$ cat config.mk
export PLATFORM = sky130hd
export DESIGN_NAME = dns_query_builder_flat
export DESIGN_NICKNAME = d
export VERILOG_FILES = /design/src/rtl/dqb_pkg.sv /design/src/rtl/dqb_if.sv /design/src/rtl/dns_query_builder.sv /design/src/rtl/dqb_label_ram.sv /design/src/rtl/dqb_seq.sv /design/src/flat_wrapper.sv
export SDC_FILE = /design/constraint.sdc
export NUM_CORES = 1
export LEC_CHECK = 0
export ABC_AREA = 0
export BUFFER_PORTS_ARGS = -buffer_cell sky130_fd_sc_hd__clkbuf_2
export CAP_MARGIN = 15
export CORE_AREA = 2 2 217 219
export CTS_CLUSTER_DIAMETER = 120
export DETAILED_ROUTE_END_ITERATION = 16
export DIE_AREA = 0 0 219 221
export GPL_TIMING_DRIVEN = 1
export PLACE_DENSITY = 0.77
export REMOVE_ABC_BUFFERS = 1
export SKIP_CTS_REPAIR_TIMING = 1
export SLEW_MARGIN = 25
export SYNTH_ARGS = -nofsm -noshare
export SYNTH_HDL_FRONTEND = slang
export SYNTH_SLANG_ARGS = --single-unit
$ cat constraint.sdc
create_clock -name clk -period 8.1 [get_ports clk]
set_input_delay 0.81 -clock clk [delete_from_list [all_inputs] [get_ports clk]]
set_output_delay 0.81 -clock clk [all_outputs]
set_load 0.03 [all_outputs]
$ cat src/rtl/dqb_pkg.sv
// Shared types, constants and byte tables for the DNS query builder.
package dqb_pkg;

  localparam int MaxLabel  = 56;
  localparam int LenW      = $clog2(MaxLabel + 1);
  localparam int AddrW     = $clog2(MaxLabel);
  localparam int HdrBytes  = 12;
  localparam int TailBytes = 5;
  localparam int CntW      = $clog2(HdrBytes);

  localparam logic [7:0] DotChar   = 8'h2E;
  localparam logic [7:0] FlagsHi   = 8'h01;
  localparam logic [7:0] QdCountLo = 8'h01;

  typedef logic [7:0]       byte_t;
  typedef logic [15:0]      word_t;
  typedef logic [AddrW-1:0] addr_t;
  typedef logic [LenW-1:0]  len_t;
  typedef logic [CntW-1:0]  cnt_t;

  // Configuration register indexes
  typedef enum logic [1:0] {
    CFG_QUERY_ID    = 2'd0,
    CFG_QUERY_TYPE  = 2'd1,
    CFG_QUERY_CLASS = 2'd2
  } cfg_idx_t;

  typedef struct packed {
    word_t query_id;
    word_t query_type;
    word_t query_class;
  } cfg_t;

  // Label memory write request
  typedef struct packed {
    logic  we;
    addr_t addr;
    byte_t data;
  } ram_wr_t;

  // Sequencer status toward the top level
  typedef struct packed {
    logic idle;
    logic emit_last;
    len_t len;
  } seq_stat_t;

  // Header byte at position idx: id, flags 0x0100, one question, zero counts
  function automatic byte_t header_byte(input cnt_t idx, input word_t qid);
    byte_t b;
    b = '0;
    case (idx)
      cnt_t'(0): b = qid[15:8];
      cnt_t'(1): b = qid[7:0];
      cnt_t'(2): b = FlagsHi;
      cnt_t'(5): b = QdCountLo;
      default:   b = '0;
    endcase
    return b;
  endfunction

  // Trailer byte at position idx: root zero, type word, class word
  function automatic byte_t tail_byte(input cnt_t idx, input word_t qtype,
                                      input word_t qclass);
    byte_t b;
    b = '0;
    case (idx)
      cnt_t'(1): b = qtype[15:8];
      cnt_t'(2): b = qtype[7:0];
      cnt_t'(3): b = qclass[15:8];
      cnt_t'(4): b = qclass[7:0];
      default:   b = '0;
    endcase
    return b;
  endfunction

endpackage

$ cat src/rtl/dqb_if.sv
// Request channel interfaces for host-name characters and message bytes.
interface dqb_in_if;
  logic       valid;
  logic       ready;
  logic [7:0] name_char;
  logic       end_of_name;

  modport source (output valid, output name_char, output end_of_name, input ready);
  modport sink   (input valid, input name_char, input end_of_name, output ready);
endinterface

interface dqb_out_if;
  logic       valid;
  logic       ready;
  logic [7:0] out_byte;
  logic       last_byte;
  logic       truncated;

  modport source (output valid, output out_byte, output last_byte, output truncated,
                  input ready);
  modport sink   (input valid, input out_byte, input last_byte, input truncated,
                  output ready);
endinterface

$ cat src/rtl/dns_query_builder.sv
// DNS query builder: turns a dotted host name into DNS query message bytes.
//
// A host name arrives one character per request on in_ch; the message leaves
// one byte per request on out_ch. The first character of a name brings the
// 12-byte header; each dot or the end of the name that closes a non-empty
// label brings the label length byte and the label, read back from a 56-entry
// label memory; the end of the name adds the root byte and the type and class
// words. While bytes are due the sequencer stays busy and emits them (12
// header, length plus label bytes, 5 trailer), paced by the single output
// register; a stalled output stalls it. Labels beyond 56 characters are cut
// and the truncated flag stays set for the rest of the name. The user must
// write configuration only while idle; the block itself does not enforce it.
module dns_query_builder (
  input  logic                 clk,
  input  logic                 rst_n,
  input  logic                 cfg_we,
  input  logic [1:0]           cfg_index,
  input  logic [15:0]          cfg_wdata,
  dqb_in_if.sink               in_ch,
  dqb_out_if.source            out_ch
);
  import dqb_pkg::*;

  cfg_t      cfg_r;
  ram_wr_t   ram_wr;
  addr_t     ram_raddr;
  byte_t     ram_rdata;
  seq_stat_t stat;

  // Write configuration registers; ignore unused indexes
  always_ff @(posedge clk) begin
    if (!rst_n) begin
      cfg_r.query_id    <= 16'd2;
      cfg_r.query_type  <= 16'd1;
      cfg_r.query_class <= 16'd1;
    end else if (cfg_we) begin
      unique case (cfg_idx_t'(cfg_index))
        CFG_QUERY_ID:    cfg_r.query_id    <= cfg_wdata;
        CFG_QUERY_TYPE:  cfg_r.query_type  <= cfg_wdata;
        CFG_QUERY_CLASS: cfg_r.query_class <= cfg_wdata;
        default: ;
      endcase
    end
  end

  dqb_label_ram u_ram (
    .clk   (clk),
    .wr    (ram_wr),
    .raddr (ram_raddr),
    .rdata (ram_rdata)
  );

  dqb_seq u_seq (
    .clk       (clk),
    .rst_n     (rst_n),
    .cfg       (cfg_r),
    .in_ch     (in_ch),
    .out_ch    (out_ch),
    .ram_wr    (ram_wr),
    .ram_raddr (ram_raddr),
    .ram_rdata (ram_rdata),
    .stat      (stat)
  );

  // Label writes happen only when a request is taken in idle
  a_wr_idle: assert property (@(posedge clk) disable iff (!rst_n)
    ram_wr.we |-> stat.idle)
    else $error("label write outside idle");

  // Held label length never exceeds the label limit
  a_len_bound: assert property (@(posedge clk) disable iff (!rst_n)
    stat.len <= len_t'(MaxLabel))
    else $error("label length beyond limit");

  // Emitting the final byte returns the block to accepting requests
  a_last_idle: assert property (@(posedge clk) disable iff (!rst_n)
    stat.emit_last |=> in_ch.ready)
    else $error("not ready after final byte");

  // Emitting the final byte loads it, flagged last, into the output register
  a_last_after: assert property (@(posedge clk) disable iff (!rst_n)
    stat.emit_last |=> (out_ch.valid && out_ch.last_byte))
    else $error("final byte not presented");

endmodule

$ cat src/rtl/dqb_label_ram.sv
// Label character memory: one write port, one registered read port.
module dqb_label_ram (
  input  logic             clk,
  input  dqb_pkg::ram_wr_t wr,
  input  dqb_pkg::addr_t   raddr,
  output dqb_pkg::byte_t   rdata
);
  import dqb_pkg::*;

  byte_t mem [MaxLabel];
  byte_t rdata_r;

  // Write the incoming character
  always_ff @(posedge clk) begin
    if (wr.we) begin
      mem[wr.addr] <= wr.data;
    end
  end

  // Register the read data
  always_ff @(posedge clk) begin
    rdata_r <= mem[raddr];
  end

  assign rdata = rdata_r;

endmodule

$ cat src/rtl/dqb_seq.sv
// Message sequencer: takes characters, stores labels, emits query bytes.
module dqb_seq (
  input  logic               clk,
  input  logic               rst_n,
  input  dqb_pkg::cfg_t      cfg,
  dqb_in_if.sink             in_ch,
  dqb_out_if.source          out_ch,
  output dqb_pkg::ram_wr_t   ram_wr,
  output dqb_pkg::addr_t     ram_raddr,
  input  dqb_pkg::byte_t     ram_rdata,
  output dqb_pkg::seq_stat_t stat
);
  import dqb_pkg::*;

  typedef enum logic [4:0] {
    ST_IDLE = 5'b00001,
    ST_HDR  = 5'b00010,
    ST_LEN  = 5'b00100,
    ST_LBL  = 5'b01000,
    ST_TAIL = 5'b10000
  } state_t;

  state_t state_r, state_nxt;
  cnt_t   cnt_r, cnt_nxt;
  addr_t  idx_r, idx_nxt;
  len_t   len_r, len_nxt;
  logic   hdr_sent_r, hdr_sent_nxt;
  logic   ovf_r, ovf_nxt;
  logic   flush_r, flush_nxt;
  logic   tail_r, tail_nxt;

  logic   out_valid_r;
  byte_t  out_byte_r;
  logic   out_last_r;
  logic   out_trunc_r;

  logic   accept;
  logic   can_emit;
  logic   is_dot;
  logic   store;
  len_t   len_after;
  logic   emit;
  byte_t  emit_byte;
  logic   emit_last;

  assign in_ch.ready = (state_r == ST_IDLE);
  assign accept      = in_ch.valid && in_ch.ready;
  assign can_emit    = !out_valid_r || out_ch.ready;
  assign is_dot      = (in_ch.name_char == DotChar);
  assign store       = !is_dot && (len_r < len_t'(MaxLabel));
  assign len_after   = store ? len_r + len_t'(1) : len_r;

  // Sequence the header, length, label and trailer bytes
  always_comb begin
    state_nxt    = state_r;
    cnt_nxt      = cnt_r;
    idx_nxt      = idx_r;
    len_nxt      = len_r;
    hdr_sent_nxt = hdr_sent_r;
    ovf_nxt      = ovf_r;
    flush_nxt    = flush_r;
    tail_nxt     = tail_r;
    emit         = 1'b0;
    emit_byte    = '0;
    emit_last    = 1'b0;
    unique case (state_r)
      ST_IDLE: begin
        if (accept) begin
          hdr_sent_nxt = 1'b1;
          if (!is_dot && !store) begin
            ovf_nxt = 1'b1;
          end
          len_nxt   = len_after;
          flush_nxt = (is_dot || in_ch.end_of_name) && (len_after != '0);
          tail_nxt  = in_ch.end_of_name;
          cnt_nxt   = '0;
          idx_nxt   = '0;
          if (!hdr_sent_r) begin
            state_nxt = ST_HDR;
          end else if ((is_dot || in_ch.end_of_name) && (len_after != '0)) begin
            state_nxt = ST_LEN;
          end else if (in_ch.end_of_name) begin
            state_nxt = ST_TAIL;
          end
        end
      end
      ST_HDR: begin
        if (can_emit) begin
          emit      = 1'b1;
          emit_byte = header_byte(cnt_r, cfg.query_id);
          if (cnt_r == cnt_t'(HdrBytes - 1)) begin
            cnt_nxt = '0;
            if (flush_r) begin
              state_nxt = ST_LEN;
            end else if (tail_r) begin
              state_nxt = ST_TAIL;
            end else begin
              state_nxt = ST_IDLE;
            end
          end else begin
            cnt_nxt = cnt_r + cnt_t'(1);
          end
        end
      end
      ST_LEN: begin
        if (can_emit) begin
          emit      = 1'b1;
          emit_byte = byte_t'(len_r);
          idx_nxt   = '0;
          state_nxt = ST_LBL;
        end
      end
      ST_LBL: begin
        if (can_emit) begin
          emit      = 1'b1;
          emit_byte = ram_rdata;
          if (len_t'(idx_r) + len_t'(1) == len_r) begin
            idx_nxt   = '0;
            len_nxt   = '0;
            state_nxt = tail_r ? ST_TAIL : ST_IDLE;
          end else begin
            idx_nxt = idx_r + addr_t'(1);
          end
        end
      end
      ST_TAIL: begin
        if (can_emit) begin
          emit      = 1'b1;
          emit_byte = tail_byte(cnt_r, cfg.query_type, cfg.query_class);
          if (cnt_r == cnt_t'(TailBytes - 1)) begin
            emit_last    = 1'b1;
            cnt_nxt      = '0;
            len_nxt      = '0;
            hdr_sent_nxt = 1'b0;
            ovf_nxt      = 1'b0;
            state_nxt    = ST_IDLE;
          end else begin
            cnt_nxt = cnt_r + cnt_t'(1);
          end
        end
      end
      default: state_nxt = ST_IDLE;
    endcase
  end

  // Advance control state
  always_ff @(posedge clk) begin
    if (!rst_n) begin
      state_r     <= ST_IDLE;
      cnt_r       <= '0;
      idx_r       <= '0;
      len_r       <= '0;
      hdr_sent_r  <= 1'b0;
      ovf_r       <= 1'b0;
      flush_r     <= 1'b0;
      tail_r      <= 1'b0;
      out_valid_r <= 1'b0;
    end else begin
      state_r    <= state_nxt;
      cnt_r      <= cnt_nxt;
      idx_r      <= idx_nxt;
      len_r      <= len_nxt;
      hdr_sent_r <= hdr_sent_nxt;
      ovf_r      <= ovf_nxt;
      flush_r    <= flush_nxt;
      tail_r     <= tail_nxt;
      if (emit) begin
        out_valid_r <= 1'b1;
      end else if (out_ch.ready) begin
        out_valid_r <= 1'b0;
      end
    end
  end

  // Load the output register when a byte is emitted
  always_ff @(posedge clk) begin
    if (emit) begin
      out_byte_r  <= emit_byte;
      out_last_r  <= emit_last;
      out_trunc_r <= ovf_r;
    end
  end

  // Store characters; read one label byte ahead of its emission.
  // The first label read follows the length byte, so a write at accept
  // never collides with a read that is used.
  assign ram_wr.we   = accept && store;
  assign ram_wr.addr = addr_t'(len_r);
  assign ram_wr.data = in_ch.name_char;
  assign ram_raddr   = idx_nxt;

  assign out_ch.valid     = out_valid_r;
  assign out_ch.out_byte  = out_byte_r;
  assign out_ch.last_byte = out_last_r;
  assign out_ch.truncated = out_trunc_r;

  assign stat.idle      = (state_r == ST_IDLE);
  assign stat.emit_last = emit_last;
  assign stat.len       = len_r;

endmodule

$ cat src/flat_wrapper.sv
// flat-port wrapper written by rule: the top's interface ports become plain ports
module dns_query_builder_flat import dqb_pkg::*;
  (clk, rst_n, cfg_we, cfg_index, cfg_wdata, in_ch_valid, in_ch_name_char, in_ch_end_of_name, in_ch_ready, out_ch_valid, out_ch_out_byte, out_ch_last_byte, out_ch_truncated, out_ch_ready);
  dqb_in_if in_ch_i ();
  dqb_out_if out_ch_i ();
  input  logic clk;
  input  logic rst_n;
  input  logic cfg_we;
  input  logic [1:0] cfg_index;
  input  logic [15:0] cfg_wdata;
  input wire logic [$bits(in_ch_i.valid)-1:0] in_ch_valid;
  input wire logic [$bits(in_ch_i.name_char)-1:0] in_ch_name_char;
  input wire logic [$bits(in_ch_i.end_of_name)-1:0] in_ch_end_of_name;
  output wire logic [$bits(in_ch_i.ready)-1:0] in_ch_ready;
  output wire logic [$bits(out_ch_i.valid)-1:0] out_ch_valid;
  output wire logic [$bits(out_ch_i.out_byte)-1:0] out_ch_out_byte;
  output wire logic [$bits(out_ch_i.last_byte)-1:0] out_ch_last_byte;
  output wire logic [$bits(out_ch_i.truncated)-1:0] out_ch_truncated;
  input wire logic [$bits(out_ch_i.ready)-1:0] out_ch_ready;
  assign in_ch_i.valid = in_ch_valid;
  assign in_ch_i.name_char = in_ch_name_char;
  assign in_ch_i.end_of_name = in_ch_end_of_name;
  assign in_ch_ready = in_ch_i.ready;
  assign out_ch_valid = out_ch_i.valid;
  assign out_ch_out_byte = out_ch_i.out_byte;
  assign out_ch_last_byte = out_ch_i.last_byte;
  assign out_ch_truncated = out_ch_i.truncated;
  assign out_ch_i.ready = out_ch_ready;
  dns_query_builder u_core (.clk(clk), .rst_n(rst_n), .cfg_we(cfg_we), .cfg_index(cfg_index), .cfg_wdata(cfg_wdata), .in_ch(in_ch_i), .out_ch(out_ch_i));
endmodule
==> impl_metrics.csv, run 1 <==
group,metric,value,unit
grt,grt_pass1_vias,18300,
die,fp.dieH,221,microns
worst_setup_path,crit_fanout,95,
die,start_util,0.545,
die,rows,79,
drt,drc,0,
cts,cts_root_buf,"clkbuf_16",
pwr,max-vdd-ir-drop,0.171,mV
final_layout,regArea,15400,sq um
placement,placed_cells,2712,
synth,syn_area,25100,sq um
synth,yosys.area.top_type,"edfxtp_1",
synth,ys_ff_latch,540,
placement,place_hpwl,42.0,mm
worst_setup_path,crit_required,8.60,ns
cts,clk_latency,0.62,ns
cts,cts_buffer_depth,3,
cts,cts.htree.levels,2,
grt,grt_most_used_layer,"met2",
pwr,p_leak,9.16,nW
grt,antenna_found_initial,0,
drt,routed_wirelength,69.9,mm
final_layout,nets,2200,
cts,cts_sinks,540,
synth,syn_inst,2211,
worst_setup_path,arrival,6.13,ns
timing,fmax,178,MHz
die,top_level_ports,44,
drt,initialDrtViolationCount,2752,
timing,rsz0062_at_grt,"no",
final_layout,diodes,0,
drt,vias_per_cell,6.81,
timing,hold_viol,0,
cts,cts_made_buffers,53,
timing,fin_worst_skew,0.0300,ns
placement,place_area,25600,sq um
synth,synth_ff_type,"edfxtp_1",
drt,dr_total_vias,19100,
final_layout,final_cell_area,27400,sq um
timing,setup_viol,0,
run,maxCapViolCount,0,
grt,grt_pass1_wl,107,mm
worst_setup_path,critPathLaunch,"u_core.u_seq.idx_r[0]",
synth,synthArstFlopShare,0,
worst_setup_path,rr_startpoint,"u_core.u_seq.idx_r[0]",
grt,grtUsageTotal,0.287,
synth,synth.most_common_cell,"edfxtp_1",
drt,first_pass_iters,6,
grt,use_met1,0.397,
placement,gp_congestion,0.952,
synth,ys_seq_area_frac,0.613,
final_layout,instances_no_fill,2812,
drt,wire_per_inst,24.9,microns
die,die-area,48400,sq um
final_layout,synthToLayoutAreaGrowth,9.09,%
min_path,hold_start,"cfg_wdata[1]",
placement,port_buffers,43,
die,fp.dieW,219,microns
cts,cts_tree,"built",
synth,synth_top_area_frac,0.548,
die,core,46100,sq um
timing,worst_pin_slew,1.06,ns
grt,grt_max_degree,156,
synth,synth_area_leaders,"edfxtp_1, dfxtp_1, nand2_1",
synth,yosys.cell_types.count,75,
grt,global_route.usage.met3,0.0537,
cts,clk_pin_slew,0.06,ns
synth,ys_warn_count,0,
min_path,hold_class,"input pin to flop",
synth,synth_edf_count,458,
timing,slew_violations,0,
final_layout,nFillCells,3563,
timing,post-route-period-util,0.694,
final_layout,multiInputGateArea,8980,sq um
grt,gr-total-overflow,0,
run_status,status,"finished clean",
synth,yosys-top-cells-count,"edfxtp_1, nand2_1, nand3_1",
worst_setup_path,cp-end-kind,"flop",
worst_setup_path,worst_setup_path_start_kind,"flop",
worst_setup_path,critPathKind,"flop to flop",
grt,grtUsageMet2,0.436,
pwr,p_per_area,243,nW/um^2
synth,syn_avg_cell_area,11.4,sq um
timing,fin_crit,5.62,ns
final_layout,drive_gt1_frac,0.0921,
drt,ant_nets,0,
timing,slew_headroom,0.292,
-- cell usage in the layout (no fill, tap or decap), drive strengths merged, types with 7 or more instances in the layout --
master,netlist,routed
edfxtp,458,458
nand2,382,382
nand3,169,169
clkbuf,128,119
nor2,107,107
a31oi,98,98
a21oi,93,93
dfxtp,82,82
a221oi,61,61
o21ai,57,57
a22oi,55,55
a21boi,49,49
mux2i,47,47
a211oi,43,43
and3,41,41
buf,53,34
a22o,23,23
and2,21,21
clkinv,0,18
mux4,16,16
o22ai,14,14
inv,12,13
or4,12,12
o211ai,12,12
a211o,12,12
nor2b,11,11
nand4,11,11
nor3,11,11
a311oi,10,10
or2,8,8
xnor2,7,7
a221o,7,7
-- stage by stage --
step,util,power [W],setup slack (ns),TNS [ns],hold slack [ns]
floorplan,-,0.00386,-4.24,-35.52,0.409
global placement,0.556,0.00425,2.61,0,0.422
detailed placement,0.556,0.00427,2.44,0,0.435
CTS,0.593,0.00663,2.39,0,0.427
global route,0.594,0.00686,2.26,0,0.461
finish,0.594,0.00667,2.48,0,0.449
-- critical path, stage by stage, from the launching register on --
cell and delay, ns:
dfxtp_4 0.78, buf_4 0.84, nand3_1 0.35, xnor2_1 0.40, o2111ai_4 0.26, o21ai_2 0.55, and2_4 0.53, buf_16 0.33
mux2_1 0.36, mux4_2 0.48, o21ai_1 0.15, a31oi_1 0.05, or3_1 0.37
-- layout make-up --
class	instances	share of cell area
flip-flops and latches	540	0.562
multi-input cells	1478	0.328
clock buffers	76	0.0549
well taps	607	0.0277
repair buffers	77	0.0185
clock inverters	22	0.00663
inverters	12	0.00165
-- power by group --
group | switching [W] | internal, W
Sequential | 0.0000656 | 0.00308
Combinational | 0.000817 | 0.000295
Clock | 0.00105 | 0.00136
Total | 0.00193 | 0.00473
-- registers in the layout (all words and copies together) (netlist names) --
| register | cells |
|---|---|
| u_core.u_seq.out_ch.out_byte | 8 |
| u_core.u_seq.out_ch.valid | 1 |
| u_core.u_seq.out_ch.last_byte | 1 |
| u_core.u_seq.flush_r | 1 |
| u_core.u_seq.tail_r | 1 |
| u_core.u_seq.ovf_r | 1 |
| u_core.u_seq.out_ch.truncated | 1 |
| u_core.cfg_r | 48 |
| u_core.u_seq.hdr_sent_r | 1 |
| u_core.u_seq.cnt_r | 4 |
| u_core.u_ram.rdata | 8 |
| u_core.u_seq.state_r | 5 |
| u_core.u_seq.len_r | 6 |
| u_core.u_seq.idx_r | 6 |
| u_core.u_ram.mem | 448 |
-- final timing paths --
kind,to,slack (ns),cells after the start
worst min register to register,u_core.u_seq.out_ch.truncated,0.45,0
worst min-delay path,u_core.cfg_r[33],0.45,3
worst max-delay path,u_core.u_ram.rdata[6],2.48,12
worst max register to register,u_core.u_ram.rdata[6],2.48,12
-- cell families (layout without fill, tap and decap cells) --
family	count (synthesis)	in the layout	share of synthesized area
buffers and inverters	193	187	0.0319
flip-flops	540	540	0.613
multiplexers	68	68	0.0353
adder cells (fa/ha/maj)	6	6	0.00299
XOR/XNOR	13	13	0.00454
AO/OA/AOI/OAI	581	581	0.164
AND/OR/NAND/NOR	810	810	0.148
-- layer usage --
metal,up-vias,part of all wire
met4,0,0.049
met5,-,0
met2,1244,0.46
li1,8373,-
met1,9326,0.38
met3,197,0.11
(Power assumes the default switching activity.)
==> run 2: changes to the inputs <==
--- a/config.mk
+++ b/config.mk
@@ -5,13 +5,13 @@
 export SDC_FILE = /design/constraint.sdc
 export NUM_CORES = 1
 export LEC_CHECK = 0
-export ABC_AREA = 0
+export ABC_AREA = 1
 export BUFFER_PORTS_ARGS = -buffer_cell sky130_fd_sc_hd__clkbuf_2
 export CAP_MARGIN = 15
-export CORE_AREA = 2 2 217 219
+export CORE_AREA = 2 2 211 213
 export CTS_CLUSTER_DIAMETER = 120
 export DETAILED_ROUTE_END_ITERATION = 16
-export DIE_AREA = 0 0 219 221
+export DIE_AREA = 0 0 213 215
 export GPL_TIMING_DRIVEN = 1
 export PLACE_DENSITY = 0.77
 export REMOVE_ABC_BUFFERS = 1
==> constraint.sdc (replaced) <==
create_clock -name clk -period 5.51 [get_ports clk]
set_input_delay 0.551 -clock clk [delete_from_list [all_inputs] [get_ports clk]]
set_output_delay 0.551 -clock clk [all_outputs]
set_load 0.03 [all_outputs]
==> impl_metrics.csv, run 2 <==
group,metric,value,unit
drt,wire_per_inst,20.2,microns
worst_setup_path,critPathKind,"flop to flop",
cts,cts_sinks,540,
drt,drc,0,
cts,cts.htree.levels,2,
synth,synth_area_leaders,"edfxtp_1, nand3_1, nand2_1",
die,fp.dieW,213,microns
drt,ant_nets,0,
cts,clk_pin_slew,0.06,ns
die,start_util,0.544,
synth,synth.most_common_cell,"nand2_1",
grt,grtUsageMet2,0.424,
drt,first_pass_iters,8,
synth,synth_top_family_by_area,"simple AND/OR/NAND/NOR gates",
final_layout,largest_registers,"u_core.u_ram.mem (448), u_core.cfg_r (48)",
grt,grt_most_used_layer,"met2",
min_path,hold_class,"input pin to flop",
final_layout,diodes,0,
final_layout,regMostFlops,"u_core.u_ram.mem",
synth,ys_ff_latch,540,
timing,setup_viol,0,
pwr,max-vdd-ir-drop,0.250,mV
run,maxCapViolCount,0,
timing,rsz0062_at_grt,"no",
synth,ys_warn_count,0,
pwr,p_leak,10.3,nW
final_layout,nFillCells,3425,
final_layout,largest_reg_flops,448,
grt,use_met1,0.373,
drt,initialDrtViolationCount,2609,
placement,place_hpwl,35.4,mm
synth,syn_avg_cell_area,9.97,sq um
cts,cts_tree,"built",
placement,gp_congestion,0.934,
drt,routed_wirelength,60.9,mm
worst_setup_path,cp-end-kind,"flop",
cts,cts_root_buf,"clkbuf_16",
synth,synth-compound-area-share,0.0352,
worst_setup_path,worst_setup_path_start_kind,"flop",
cts,cts_buffer_depth,3,
final_layout,nets,2421,
grt,antenna_found_initial,0,
synth,yosys-top-cells-count,"nand2_1, edfxtp_1, nand3_1",
synth,ys_seq_area_frac,0.648,
pwr,p_per_area,388,nW/um^2
worst_setup_path,arrival,4.36,ns
synth,yosys.area.top_type,"edfxtp_1",
die,fp.dieH,215,microns
synth,synth_edf_count,458,
final_layout,drive_gt1_frac,0.0749,
drt,vias_per_cell,5.76,
final_layout,regArea,15400,sq um
grt,grt_max_degree,141,
timing,slew_violations,0,
timing,fin_worst_skew,0.0374,ns
die,top_level_ports,44,
grt,grt_pass1_vias,16800,
drt,dr_total_vias,17400,
synth,synthArstFlopShare,0,
synth,syn_inst,2383,
timing,fin_hold_ws,0.190,ns
synth,synth.area.mux_share,0,
cts,clk_latency,0.62,ns
timing,slew_headroom,0.339,
final_layout,synthToLayoutAreaGrowth,11.2,%
synth,synthAdderAreaFrac,0.00316,
grt,gr-total-overflow,0,
synth,synthSimpleGateAreaFrac,0.248,
run_status,status,"finished clean",
synth,synth-xor-area-share,0.000737,
placement,port_buffers,43,
worst_setup_path,crit_required,6.01,ns
die,rows,77,
grt,grt_pass1_wl,94.6,mm
grt,grtUsageTotal,0.269,
timing,post-route-period-util,0.700,
synth,synth_ff_type,"edfxtp_1",
timing,setup_tns,0,ns
timing,hold_viol,0,
die,core,43600,sq um
timing,fin_crit,3.86,ns
worst_setup_path,crit_fanout,140,
timing,fmax,259,MHz
final_layout,multiInputGateArea,6850,sq um
final_layout,layout_commonest_cell,"nand2_1",
final_layout,fin_util,0.605,
cts,cts_made_buffers,54,
synth,synth_top_area_frac,0.579,
grt,global_route.usage.met3,0.0424,
timing,worst_pin_slew,0.989,ns
die,die-area,45800,sq um
synth,syn_area,23800,sq um
final_layout,final_cell_mix,"nand2_1, edfxtp_1, nand3_1",
synth,yosys.cell_types.count,39,
==> run 2: final timing paths <==
path | end | start | slack, ns | depth (start not counted)
min reg2reg | u_core.cfg_r[19] | u_core.cfg_r[19] | 0.46 | 2
min | u_core.cfg_r[33] | cfg_wdata[1] | 0.19 | 3
max reg2reg | u_core.u_ram.rdata[1] | u_core.u_seq.state_r[2] | 1.65 | 15
max | u_core.u_ram.rdata[1] | u_core.u_seq.state_r[2] | 1.65 | 15
==> run 2: cell families (layout without fill, tap and decap cells) <==
family,after synthesis,after routing
XOR/XNOR,2,2
flip-flops,540,540
adder cells (fa/ha/maj),6,6
AO/OA/AOI/OAI,141,141
buffers and inverters,388,434
AND/OR/NAND/NOR,1306,1306
==> run 2: layout make-up <==
class | count | area share
repair buffers | 72 | 0.0206
well taps | 592 | 0.0280
multi-input cells | 1455 | 0.259
clock inverters | 40 | 0.0187
clock buffers | 62 | 0.0538
inverters | 260 | 0.0369
flip-flops and latches | 540 | 0.583
==> run 2: per-stage QoR <==
| step | cell area [sq um] | std cells | power [W] | worst slack (ns) |
|---|---|---|---|---|
| after floorplan | 23200 | 2255 | 0.00577 | -1.07 |
| after global placement | 24400 | 2916 | 0.00627 | 1.63 |
| after detailed placement | 24500 | 2918 | 0.00632 | 1.61 |
| after CTS | 26400 | 3020 | 0.0102 | 1.69 |
| after global routing | 26400 | 3021 | 0.0106 | 1.36 |
| final | 26400 | 3021 | 0.0102 | 1.65 |
==> run 2: metal layers <==
metal,part of all wire,up-vias
li1,-,8065
met1,0.40,8266
met2,0.46,916
met3,0.096,141
met4,0.036,0
met5,0,-
==> run 2: power by group <==
group / leakage [nW] / switching, W / internal (W) / total, W
logic: 4.58 / 0.00116 / 0.000400 / 0.00156
clock network: 0.930 / 0.00159 / 0.00237 / 0.00396
registers: 4.79 / 0.000132 / 0.00460 / 0.00473
==> run 2: worst max-delay path, cell delays in order (launching register included) <==
cell and delay [ns]:
dfxtp_1 0.33, nor2_1 0.24, nand3_2 0.16, inv_1 0.14, nand2_1 0.14, nand3_2 0.20
nand2_4 0.42, nand2_8 0.62, buf_12 0.53, nand2_1 0.11, nand3_1 0.11, nand3_1 0.10
nand3_1 0.13, nand3_1 0.15, nand3_1 0.24, nand2_1 0.07
